==> src/design/sound_board_mailbox_and_irq_assert.svh <==
// Assertion macros shared by the sound board interface RTL.
// All are clocked on clk and disabled while arst_n is low.
`ifndef SOUND_BOARD_MAILBOX_AND_IRQ_ASSERT_SVH
`define SOUND_BOARD_MAILBOX_AND_IRQ_ASSERT_SVH

// same-cycle implication
`define SBMI_ASSERT_NOW(name, pre, post) \
	name: assert property (@(posedge clk) disable iff (!arst_n) (pre) |-> (post)) \
		else $error("sbmi same-cycle check failed");

// next-cycle implication
`define SBMI_ASSERT_NEXT(name, pre, post) \
	name: assert property (@(posedge clk) disable iff (!arst_n) (pre) |=> (post)) \
		else $error("sbmi next-cycle check failed");

`endif

==> src/design/sbmi_pkg.sv <==
package sbmi_pkg;

	// item modes
	localparam logic [2:0] MODE_HOST_WR = 3'd0;
	localparam logic [2:0] MODE_HOST_RD = 3'd1;
	localparam logic [2:0] MODE_SND_WR  = 3'd2;
	localparam logic [2:0] MODE_SND_RD  = 3'd3;
	localparam logic [2:0] MODE_TICK    = 3'd4;
	localparam logic [2:0] MODE_RESET   = 3'd5;

	// sound chip access kinds
	localparam logic [1:0] ACC_NONE  = 2'd0;
	localparam logic [1:0] ACC_WRITE = 2'd1;
	localparam logic [1:0] ACC_READ  = 2'd2;

	// configuration register indexes
	localparam logic [1:0] CFG_DIP     = 2'd0;
	localparam logic [1:0] CFG_PERIOD  = 2'd1;
	localparam logic [1:0] CFG_MASK_LO = 2'd2;
	localparam logic [1:0] CFG_MASK_HI = 2'd3;

	// sound side decode, top address nibble
	localparam logic [3:0] HI_STATUS = 4'hc;
	localparam logic [3:0] HI_ONES   = 4'he;
	localparam logic [3:0] HI_DIP    = 4'hf;
	localparam logic [3:0] HI_CHIP1  = 4'hb;

	// sound side decode under mask 0xf003
	localparam logic [15:0] DEC_MASK     = 16'hf003;
	localparam logic [15:0] DEC_MAILBOX  = 16'h9000;
	localparam logic [15:0] DEC_C0_LATCH = 16'ha000;
	localparam logic [15:0] DEC_C0_DATA  = 16'ha002;
	localparam logic [15:0] DEC_C1_LATCH = 16'hb000;
	localparam logic [15:0] DEC_C1_DATA  = 16'hb002;
	localparam logic [15:0] DEC_C0_READ  = 16'ha001;
	localparam logic [15:0] DEC_C1_READ  = 16'hb001;

	// host side decode
	localparam logic [7:0] HOST_PORT_LAST = 8'h07;
	localparam logic [5:0] HOST_MAILBOX   = 6'h07;
	localparam logic [7:0] HOST_RD_MASK   = 8'he7;
	localparam logic [7:0] HOST_EXT_LAST  = 8'h04;
	localparam logic [7:0] HOST_STATUS    = 8'h07;

	typedef struct packed {
		logic [2:0]  mode;
		logic [15:0] address;
		logic [7:0]  data;
		logic [7:0]  ext_data;
		logic        reset_level;
	} item_t;

	typedef struct packed {
		logic [7:0] read_data;
		logic       irq_pulse;
		logic       sound_reset;
		logic [1:0] chip_access;
		logic       chip_select;
		logic       chip_is_data;
		logic [7:0] write_value;
		logic       out_port_strobe;
		logic [2:0] out_port_index;
	} result_t;

	typedef struct packed {
		logic [7:0]  dip;
		logic [15:0] period;
		logic [7:0]  mask_lo;
		logic [7:0]  mask_hi;
	} cfg_t;

endpackage

==> src/design/sbmi_cfg.sv <==
module sbmi_cfg (
	input  logic               clk,
	input  logic               arst_n,
	input  logic               cfg_we,
	input  logic [1:0]         cfg_index,
	input  logic [15:0]        cfg_data,
	output sbmi_pkg::cfg_t     cfg
);

	sbmi_pkg::cfg_t cfg_q;

	always_ff @(posedge clk or negedge arst_n) begin
		if (!arst_n) begin
			cfg_q.dip     <= 8'h00;
			cfg_q.period  <= 16'd1;
			cfg_q.mask_lo <= 8'hff;
			cfg_q.mask_hi <= 8'hff;
		end else if (cfg_we) begin
			case (cfg_index)
				sbmi_pkg::CFG_DIP:     cfg_q.dip     <= cfg_data[7:0];
				sbmi_pkg::CFG_PERIOD:  cfg_q.period  <= cfg_data;
				sbmi_pkg::CFG_MASK_LO: cfg_q.mask_lo <= cfg_data[7:0];
				sbmi_pkg::CFG_MASK_HI: cfg_q.mask_hi <= cfg_data[7:0];
				default: ;
			endcase
		end
	end

	assign cfg = cfg_q;

endmodule

==> src/design/sbmi_core.sv <==
module sbmi_core (
	input  logic                clk,
	input  logic                arst_n,
	input  logic                fire,
	input  sbmi_pkg::item_t     item,
	input  sbmi_pkg::cfg_t      cfg,
	output sbmi_pkg::result_t   res
);

	logic [7:0]  mailbox_q [4];
	logic [7:0]  status_q;
	logic [15:0] tick_q;
	logic        rline_q;

	logic [7:0]  mailbox_d [4];
	logic [7:0]  status_d;
	logic [15:0] tick_d;
	logic        rline_d;

	logic [7:0]  a8;
	logic [3:0]  hi;
	logic [15:0] dec;
	logic [7:0]  host_a;
	logic [16:0] tick_nxt;

	assign a8       = item.address[7:0];
	assign hi       = item.address[15:12];
	assign dec      = item.address & sbmi_pkg::DEC_MASK;
	assign host_a   = a8 & sbmi_pkg::HOST_RD_MASK;
	assign tick_nxt = {1'b0, tick_q} + 17'd1;

	always_comb begin
		res       = '0;
		mailbox_d = mailbox_q;
		status_d  = status_q;
		tick_d    = tick_q;
		rline_d   = rline_q;
		case (item.mode)
			sbmi_pkg::MODE_HOST_WR: begin
				if (a8 <= sbmi_pkg::HOST_PORT_LAST) begin
					res.out_port_strobe = 1'b1;
					res.out_port_index  = a8[2:0];
					res.write_value     = item.data & (a8[2] ? cfg.mask_hi : cfg.mask_lo);
				end else if (a8[7:2] == sbmi_pkg::HOST_MAILBOX) begin
					mailbox_d[a8[1:0]] = item.data;
				end
			end
			sbmi_pkg::MODE_HOST_RD: begin
				if (host_a <= sbmi_pkg::HOST_EXT_LAST)
					res.read_data = item.ext_data;
				else if (host_a == sbmi_pkg::HOST_STATUS)
					res.read_data = status_q;
				else
					res.read_data = 8'hff;
			end
			sbmi_pkg::MODE_SND_WR: begin
				if (hi == sbmi_pkg::HI_STATUS) begin
					status_d = item.data;
				end else if (dec == sbmi_pkg::DEC_C0_LATCH || dec == sbmi_pkg::DEC_C0_DATA ||
					dec == sbmi_pkg::DEC_C1_LATCH || dec == sbmi_pkg::DEC_C1_DATA) begin
					res.chip_access  = sbmi_pkg::ACC_WRITE;
					res.chip_select  = (dec[15:12] == sbmi_pkg::HI_CHIP1);
					res.chip_is_data = dec[1];
					res.write_value  = item.data;
				end
			end
			sbmi_pkg::MODE_SND_RD: begin
				if (hi == sbmi_pkg::HI_STATUS)
					res.read_data = 8'h00;
				else if (hi == sbmi_pkg::HI_ONES)
					res.read_data = 8'hff;
				else if (hi == sbmi_pkg::HI_DIP)
					res.read_data = cfg.dip;
				else if ((dec & 16'hfffc) == sbmi_pkg::DEC_MAILBOX)
					res.read_data = mailbox_q[item.address[1:0]];
				else if (dec == sbmi_pkg::DEC_C0_READ || dec == sbmi_pkg::DEC_C1_READ) begin
					res.chip_access = sbmi_pkg::ACC_READ;
					res.chip_select = (dec == sbmi_pkg::DEC_C1_READ);
					res.read_data   = item.ext_data;
				end
			end
			sbmi_pkg::MODE_TICK: begin
				// zero period pulses on every tick; a lowered period catches up at once
				if (tick_nxt >= {1'b0, cfg.period}) begin
					res.irq_pulse = 1'b1;
					tick_d        = 16'd0;
				end else begin
					tick_d = tick_nxt[15:0];
				end
			end
			sbmi_pkg::MODE_RESET: begin
				rline_d = item.reset_level;
				if (item.reset_level) begin
					mailbox_d = '{default: 8'h00};
					status_d  = 8'h00;
					tick_d    = 16'd0;
				end
			end
			default: ;
		endcase
		res.sound_reset = rline_d;
	end

	always_ff @(posedge clk or negedge arst_n) begin
		if (!arst_n) begin
			mailbox_q <= '{default: 8'h00};
			status_q  <= 8'h00;
			tick_q    <= 16'd0;
			rline_q   <= 1'b0;
		end else if (fire) begin
			mailbox_q <= mailbox_d;
			status_q  <= status_d;
			tick_q    <= tick_d;
			rline_q   <= rline_d;
		end
	end

`include "sound_board_mailbox_and_irq_assert.svh"

	`SBMI_ASSERT_NEXT(a_irq_clears_count, fire && res.irq_pulse, tick_q == 16'd0)
	`SBMI_ASSERT_NEXT(a_reset_clears, fire && item.mode == sbmi_pkg::MODE_RESET && item.reset_level, status_q == 8'h00 && tick_q == 16'd0 && rline_q)
	`SBMI_ASSERT_NOW(a_strobe_excl, res.out_port_strobe, res.chip_access == sbmi_pkg::ACC_NONE && res.read_data == 8'h00)
	`SBMI_ASSERT_NEXT(a_mailbox_write, fire && item.mode == sbmi_pkg::MODE_HOST_WR && a8[7:2] == sbmi_pkg::HOST_MAILBOX, mailbox_q[$past(a8[1:0])] == $past(item.data))

endmodule

==> src/design/sound_board_mailbox_and_irq.sv <==
// Sound board host/sound-CPU interface with four byte mailboxes and a periodic IRQ.
// Input channel (in_valid/in_ready): one bus access or event per transfer, selected
// by mode: host write, host read, sound write, sound read, tick, reset level.
// Output channel (out_valid/out_ready): exactly one result per input transfer,
// carrying read data, the irq pulse, the reset line level and chip/port strobes.
// Config port: cfg_we writes cfg_index (0 dip, 1 irq period, 2 low mask,
// 3 high mask) with cfg_data; write only while idle.
// Each input is held in the input register, and its result in the result register.
// Throughput: one item per cycle while out_ready holds, set by the single decode/update pass
// between the input register and the result register.
// When the receiver stalls, the result register holds and the input register
// still takes an item if it is empty; once full, in_ready drops until out_ready returns.
// Reset (arst_n low) empties both registers, clears mailboxes, status byte,
// tick count and reset line, and loads period 1, masks 0xff and dip 0.
module sound_board_mailbox_and_irq (
	input  logic        clk,
	input  logic        arst_n,
	input  logic        in_valid,
	output logic        in_ready,
	input  logic [2:0]  mode,
	input  logic [15:0] address,
	input  logic [7:0]  data,
	input  logic [7:0]  ext_data,
	input  logic        reset_level,
	output logic        out_valid,
	input  logic        out_ready,
	output logic [7:0]  read_data,
	output logic        irq_pulse,
	output logic        sound_reset,
	output logic [1:0]  chip_access,
	output logic        chip_select,
	output logic        chip_is_data,
	output logic [7:0]  write_value,
	output logic        out_port_strobe,
	output logic [2:0]  out_port_index,
	input  logic        cfg_we,
	input  logic [1:0]  cfg_index,
	input  logic [15:0] cfg_data
);

	sbmi_pkg::item_t   item_s1;
	logic              valid_s1;
	sbmi_pkg::result_t res_s2;
	logic              valid_s2;
	sbmi_pkg::result_t res;
	sbmi_pkg::cfg_t    cfg;
	logic              adv;
	logic              in_xfer;

	assign adv      = valid_s1 && (!valid_s2 || out_ready);
	assign in_ready = !valid_s1 || adv;
	assign in_xfer  = in_valid && in_ready;

	sbmi_cfg u_cfg (
		.clk       (clk),
		.arst_n    (arst_n),
		.cfg_we    (cfg_we),
		.cfg_index (cfg_index),
		.cfg_data  (cfg_data),
		.cfg       (cfg)
	);

	sbmi_core u_core (
		.clk    (clk),
		.arst_n (arst_n),
		.fire   (adv),
		.item   (item_s1),
		.cfg    (cfg),
		.res    (res)
	);

	always_ff @(posedge clk or negedge arst_n) begin
		if (!arst_n) begin
			valid_s1 <= 1'b0;
			valid_s2 <= 1'b0;
		end else begin
			if (in_ready)
				valid_s1 <= in_valid;
			if (adv)
				valid_s2 <= 1'b1;
			else if (out_ready)
				valid_s2 <= 1'b0;
		end
	end

	always_ff @(posedge clk) begin
		if (in_xfer)
			item_s1 <= '{mode: mode, address: address, data: data,
				ext_data: ext_data, reset_level: reset_level};
		if (adv)
			res_s2 <= res;
	end

	assign out_valid       = valid_s2;
	assign read_data       = res_s2.read_data;
	assign irq_pulse       = res_s2.irq_pulse;
	assign sound_reset     = res_s2.sound_reset;
	assign chip_access     = res_s2.chip_access;
	assign chip_select     = res_s2.chip_select;
	assign chip_is_data    = res_s2.chip_is_data;
	assign write_value     = res_s2.write_value;
	assign out_port_strobe = res_s2.out_port_strobe;
	assign out_port_index  = res_s2.out_port_index;

`include "sound_board_mailbox_and_irq_assert.svh"

	`SBMI_ASSERT_NEXT(a_adv_fills_s2, adv, valid_s2)
	`SBMI_ASSERT_NEXT(a_stall_keeps_s1, valid_s1 && valid_s2 && !out_ready, valid_s1 && valid_s2)

endmodule
==> config.mk <==
export PLATFORM = sky130hd
export DESIGN_NAME = sound_board_mailbox_and_irq
export DESIGN_NICKNAME = d
export VERILOG_FILES = /design/src/design/sbmi_pkg.sv /design/src/design/sbmi_cfg.sv /design/src/design/sbmi_core.sv /design/src/design/sound_board_mailbox_and_irq.sv
export VERILOG_INCLUDE_DIRS = /design/src /design/src/design
export SDC_FILE = /design/constraint.sdc
export NUM_CORES = 1
export LEC_CHECK = 0
export BUFFER_PORTS_ARGS = -buffer_cell sky130_fd_sc_hd__buf_4
export CAP_MARGIN = 20
export CORE_MARGIN = 4
export CORE_UTILIZATION = 51
export CTS_CLUSTER_SIZE = 20
export DETAILED_ROUTE_END_ITERATION = 10
export GPL_TIMING_DRIVEN = 0
export PLACE_DENSITY = 0.71
export RECOVER_POWER = 50
export SETUP_SLACK_MARGIN = 0.15
export SYNTH_ARGS = -nofsm -noshare
export SYNTH_HDL_FRONTEND = slang
export SYNTH_SLANG_ARGS = --single-unit
==> constraint.sdc <==
create_clock -name clk -period 8.4 [get_ports clk]
set_clock_uncertainty 0.05 [all_clocks]
set_input_delay 0.42 -clock clk [delete_from_list [all_inputs] [get_ports clk]]
set_output_delay 0.42 -clock clk [all_outputs]
set_load 0.005 [all_outputs]
==> impl_metrics.env <==
export IMPL_grt_pass1_wl_um=27500
export IMPL_clk_latency_ns=0.43
export IMPL_synth_area_um2=7250
export IMPL_first_pass_iters=5
export IMPL_hold_viol_final=0
export IMPL_final_common_cell="dfrtp_1"
export IMPL_tightest_slew_ns=2.46
export IMPL_area_delta_synth_final_pct=21.1
export IMPL_end_kind="flop"
export IMPL_multiInputGateArea_um2=2760
export IMPL_reg2reg_slack_ns=5.04
export IMPL_h_tree_depth=4
export IMPL_leakage_nw=3.84
export IMPL_vdd_ir_drop_max_mv=0.184
export IMPL_dp_hpwl_um=12200
export IMPL_syn_avg_cell_area_um2=13.0
export IMPL_crit_fanout=10
export IMPL_internal_power_mw=1.53
export IMPL_worstPathCellList="ha_1 -> nand4_1 -> and2b_1 -> nand3_1 -> or2_2 -> nand2_1 -> ha_1 -> nand4_1 -> a21oi_1 -> a2111oi_4 -> and4_4 -> buf_6 -> a22o_1"
export IMPL_period_needed_ns=3.36
export IMPL_pwr_share_clk_pct=39.0
export IMPL_fin_setup_tns_ns=0
export IMPL_regArea_um2=4240
export IMPL_io_pins=87
export IMPL_yosysWarnings=0
export IMPL_finalCritPeriodShare_pct=40.0
export IMPL_gp_congestion=0.870
export IMPL_drive_gt1_share_pct=31.2
export IMPL_core_area_um2=13900
export IMPL_ys_types=64
export IMPL_fillers=1082
export IMPL_synth_cells=558
export IMPL_setup_viol=0
export IMPL_maxCapViolCount=1
export IMPL_whs_path_depth=1
export IMPL_nets=739
export IMPL_design_area_um2=8780
export IMPL_dp_cells=822
export IMPL_grt_pass1_vias=5176
export IMPL_rr_worst_depth=13
export IMPL_route_antenna_remaining_nets=0
export IMPL_drc=0
export IMPL_slowest_delay_ns=0.42
export IMPL_port_buffers=82
export IMPL_sw_frac_of_total_pct=25.0
export IMPL_fmax_mhz=298
export IMPL_worst_setup_path_type="reg2reg"
export IMPL_ys_seq_elements=157
export IMPL_vias=5005
export IMPL_violations="max-capacitance violations, max-slew violations"
export IMPL_place_area_um2=8140
export IMPL_slew_headroom_pct=-64.2
export IMPL_switching_power_mw=0.510
export IMPL_grt_max_degree=57
export IMPL_cts_tree="done"
export IMPL_grt_total_usage_pct=22.1
export IMPL_status="finished, violations left"
export IMPL_slew_violations=44
export IMPL_pwr_share_seq_pct=47.9
export IMPL_combPwrFrac_pct=13.0
export IMPL_overflow=0
export IMPL_crit_required_ns=8.71
export IMPL_drt_iter0_drc=392
export IMPL_rsz0062_at_grt="no"
export IMPL_clk_path_buf_depth=2
export IMPL_power_density_nw_per_um2=232
export IMPL_fin_cells=856
export IMPL_yosysSeqAreaShare_pct=58.5
export IMPL_cp_slowest_cell="dfrtp_1"
export IMPL_post_cts_repair_setup_buffers=0
export IMPL_initial_core_util_pct=52.2
export IMPL_die_area_um2=16200
export IMPL_diodes=0
export IMPL_clkTransAtPathRegs_ns=0.07
export IMPL_worst_hold_path_type="in2reg"
export IMPL_numClockSinks=157
export IMPL_routedWlPerCell_um=19.7
export IMPL_synthFlopType="dfrtp_1"
export IMPL_fp_dieW_um=127
export IMPL_power_mw=2.04
export IMPL_critPathLaunchType="flop"
export IMPL_synthArstFlopShare_pct=63.1
export IMPL_std_cell_rows=43
export IMPL_whs_ns=0.135
export IMPL_cts_root_buf="clkbuf_16"
export IMPL_cp_arrival_ns=3.67
export IMPL_cts_resized=0
export IMPL_wl_um=16900
export IMPL_viasPerCell=5.85
export IMPL_mostFrequentLayoutCells="dfrtp_1, edfxtp_1, buf_4"
export IMPL_postSynthNetCount=634
export IMPL_antenna_found_initial=0
export IMPL_dieHeight_um=127
export IMPL_synth_edf_count=58
export IMPL_cts_made_buffers=17
-- state kept, by name (all words and copies together), names as in the netlist, 2 cells and up --
name,flops
read_data,8
item_s1,32
u_core.status_q,8
write_value,8
out_port_index,3
u_cfg.cfg,40
u_core.tick_q,16
u_core.mailbox_q,32
chip_access,2
-- cells in the mapped netlist (3+ instances only) --
cell	count	area, um2
o2bb2ai_1	32	280
nand3_1	20	100
o22a_1	3	26.3
nand3b_1	6	45.0
o21ai_4	3	48.8
a21oi_1	4	20.0
clkbuf_1	8	30.0
buf_6	3	33.8
o21ai_0	25	125
nand2b_1	5	31.3
inv_1	30	113
nand2_1	36	135
a22o_1	9	78.8
mux2_2	41	462
and2_1	4	25.0
and3_1	16	100
a21o_1	6	45.0
xnor2_1	5	43.8
nor2_1	26	97.6
nand4_1	4	25.0
o22ai_1	9	56.3
dfrtp_1	82	2050
a221oi_1	8	70.1
mux4_2	8	180
mux2i_1	8	80.1
dfstp_2	17	447
o32a_1	5	50.1
nor3_1	3	15.0
nand2_2	3	18.8
xor2_1	5	43.8
edfxtp_1	58	1740
a21boi_1	4	30.0
ha_1	17	213
buf_2	9	45.0
-- repair_timing --
item | 4_1_cts | 5_1_grt
hold buffers | 1 | 0
setup endpoints to repair | 0 | 0
hold endpoints to repair | 33 | 0
-- routing by layer --
metal	track usage [%]	vias up	wire [um]
li1	-	2310	-
met1	30.3	2514	7500
met2	35.1	158	8290
met3	5.31	23	844
met4	7.26	0	231
met5	0	-	0
-- power by group through the flow --
stage | Combinational [mW] | Clock [mW] | Sequential [mW]
floorplan | 0.172 | 0 | 0.968
global placement | 0.249 | 0 | 0.984
detailed placement | 0.264 | 0 | 0.989
CTS | 0.267 | 0.809 | 0.977
global route | 0.297 | 0.849 | 0.987
finish | 0.266 | 0.795 | 0.977
-- through the flow --
stage               worst slack (ns)  utilization [%]
global placement                5.12             58.3
global route                    4.76             63.2
finish                          5.04             63.2
CTS                             5.05             63.2
floorplan                       5.57                -
detailed placement              5.07             58.7
-- cell families (layout without fill, tap and decap cells) --
| kind of cell | count (synthesis) | in the layout | synth area share, % |
|---|---|---|---|
| AOI/OAI and AO/OA | 118 | 118 | 12.9 |
| xor gates and xnor gates | 10 | 10 | 1.21 |
| and+or+nand+nor | 146 | 146 | 11.2 |
| adders and majority gates | 17 | 17 | 2.93 |
| muxes | 57 | 57 | 9.96 |
| buffers and inverters | 53 | 171 | 3.31 |
| DFF | 157 | 157 | 58.5 |
-- path summary, 6_finish.rpt --
kind	startpoint	end
setup / recovery	u_core.tick_q[0]	u_core.tick_q[5]
hold / removal	ext_data[4]	item_s1[5]
setup reg to reg	u_core.tick_q[0]	u_core.tick_q[5]
hold reg to reg	u_core.mailbox_q[7]	u_core.mailbox_q[7]
max in group asynchronous	arst_n	u_core.mailbox_q[5]
min in group asynchronous	arst_n	u_cfg.cfg[34]
-- layout make-up --
cell class	instances	share of cell area (%)
Timing Repair Buffer	86	7.94
Clock buffer	17	4.85
Clock inverter	15	2.12
Buffer	23	1.45
Sequential cell	157	48.3
Inverter	30	1.28
Tap cell	180	2.57
Multi-Input combinational cell	348	31.5
-- worst max-delay path: cells and delay by family, from the launching register on --
kind | cells | cell delay, ns
flip-flops | 1 | 0.42
buffers and inverters | 1 | 0.15
AO/OA/AOI/OAI | 3 | 0.68
AND/OR/NAND/NOR | 7 | 1.49
adder cells (fa/ha/maj) | 2 | 0.52
Note: power is estimated with default switching activity, not from simulation.
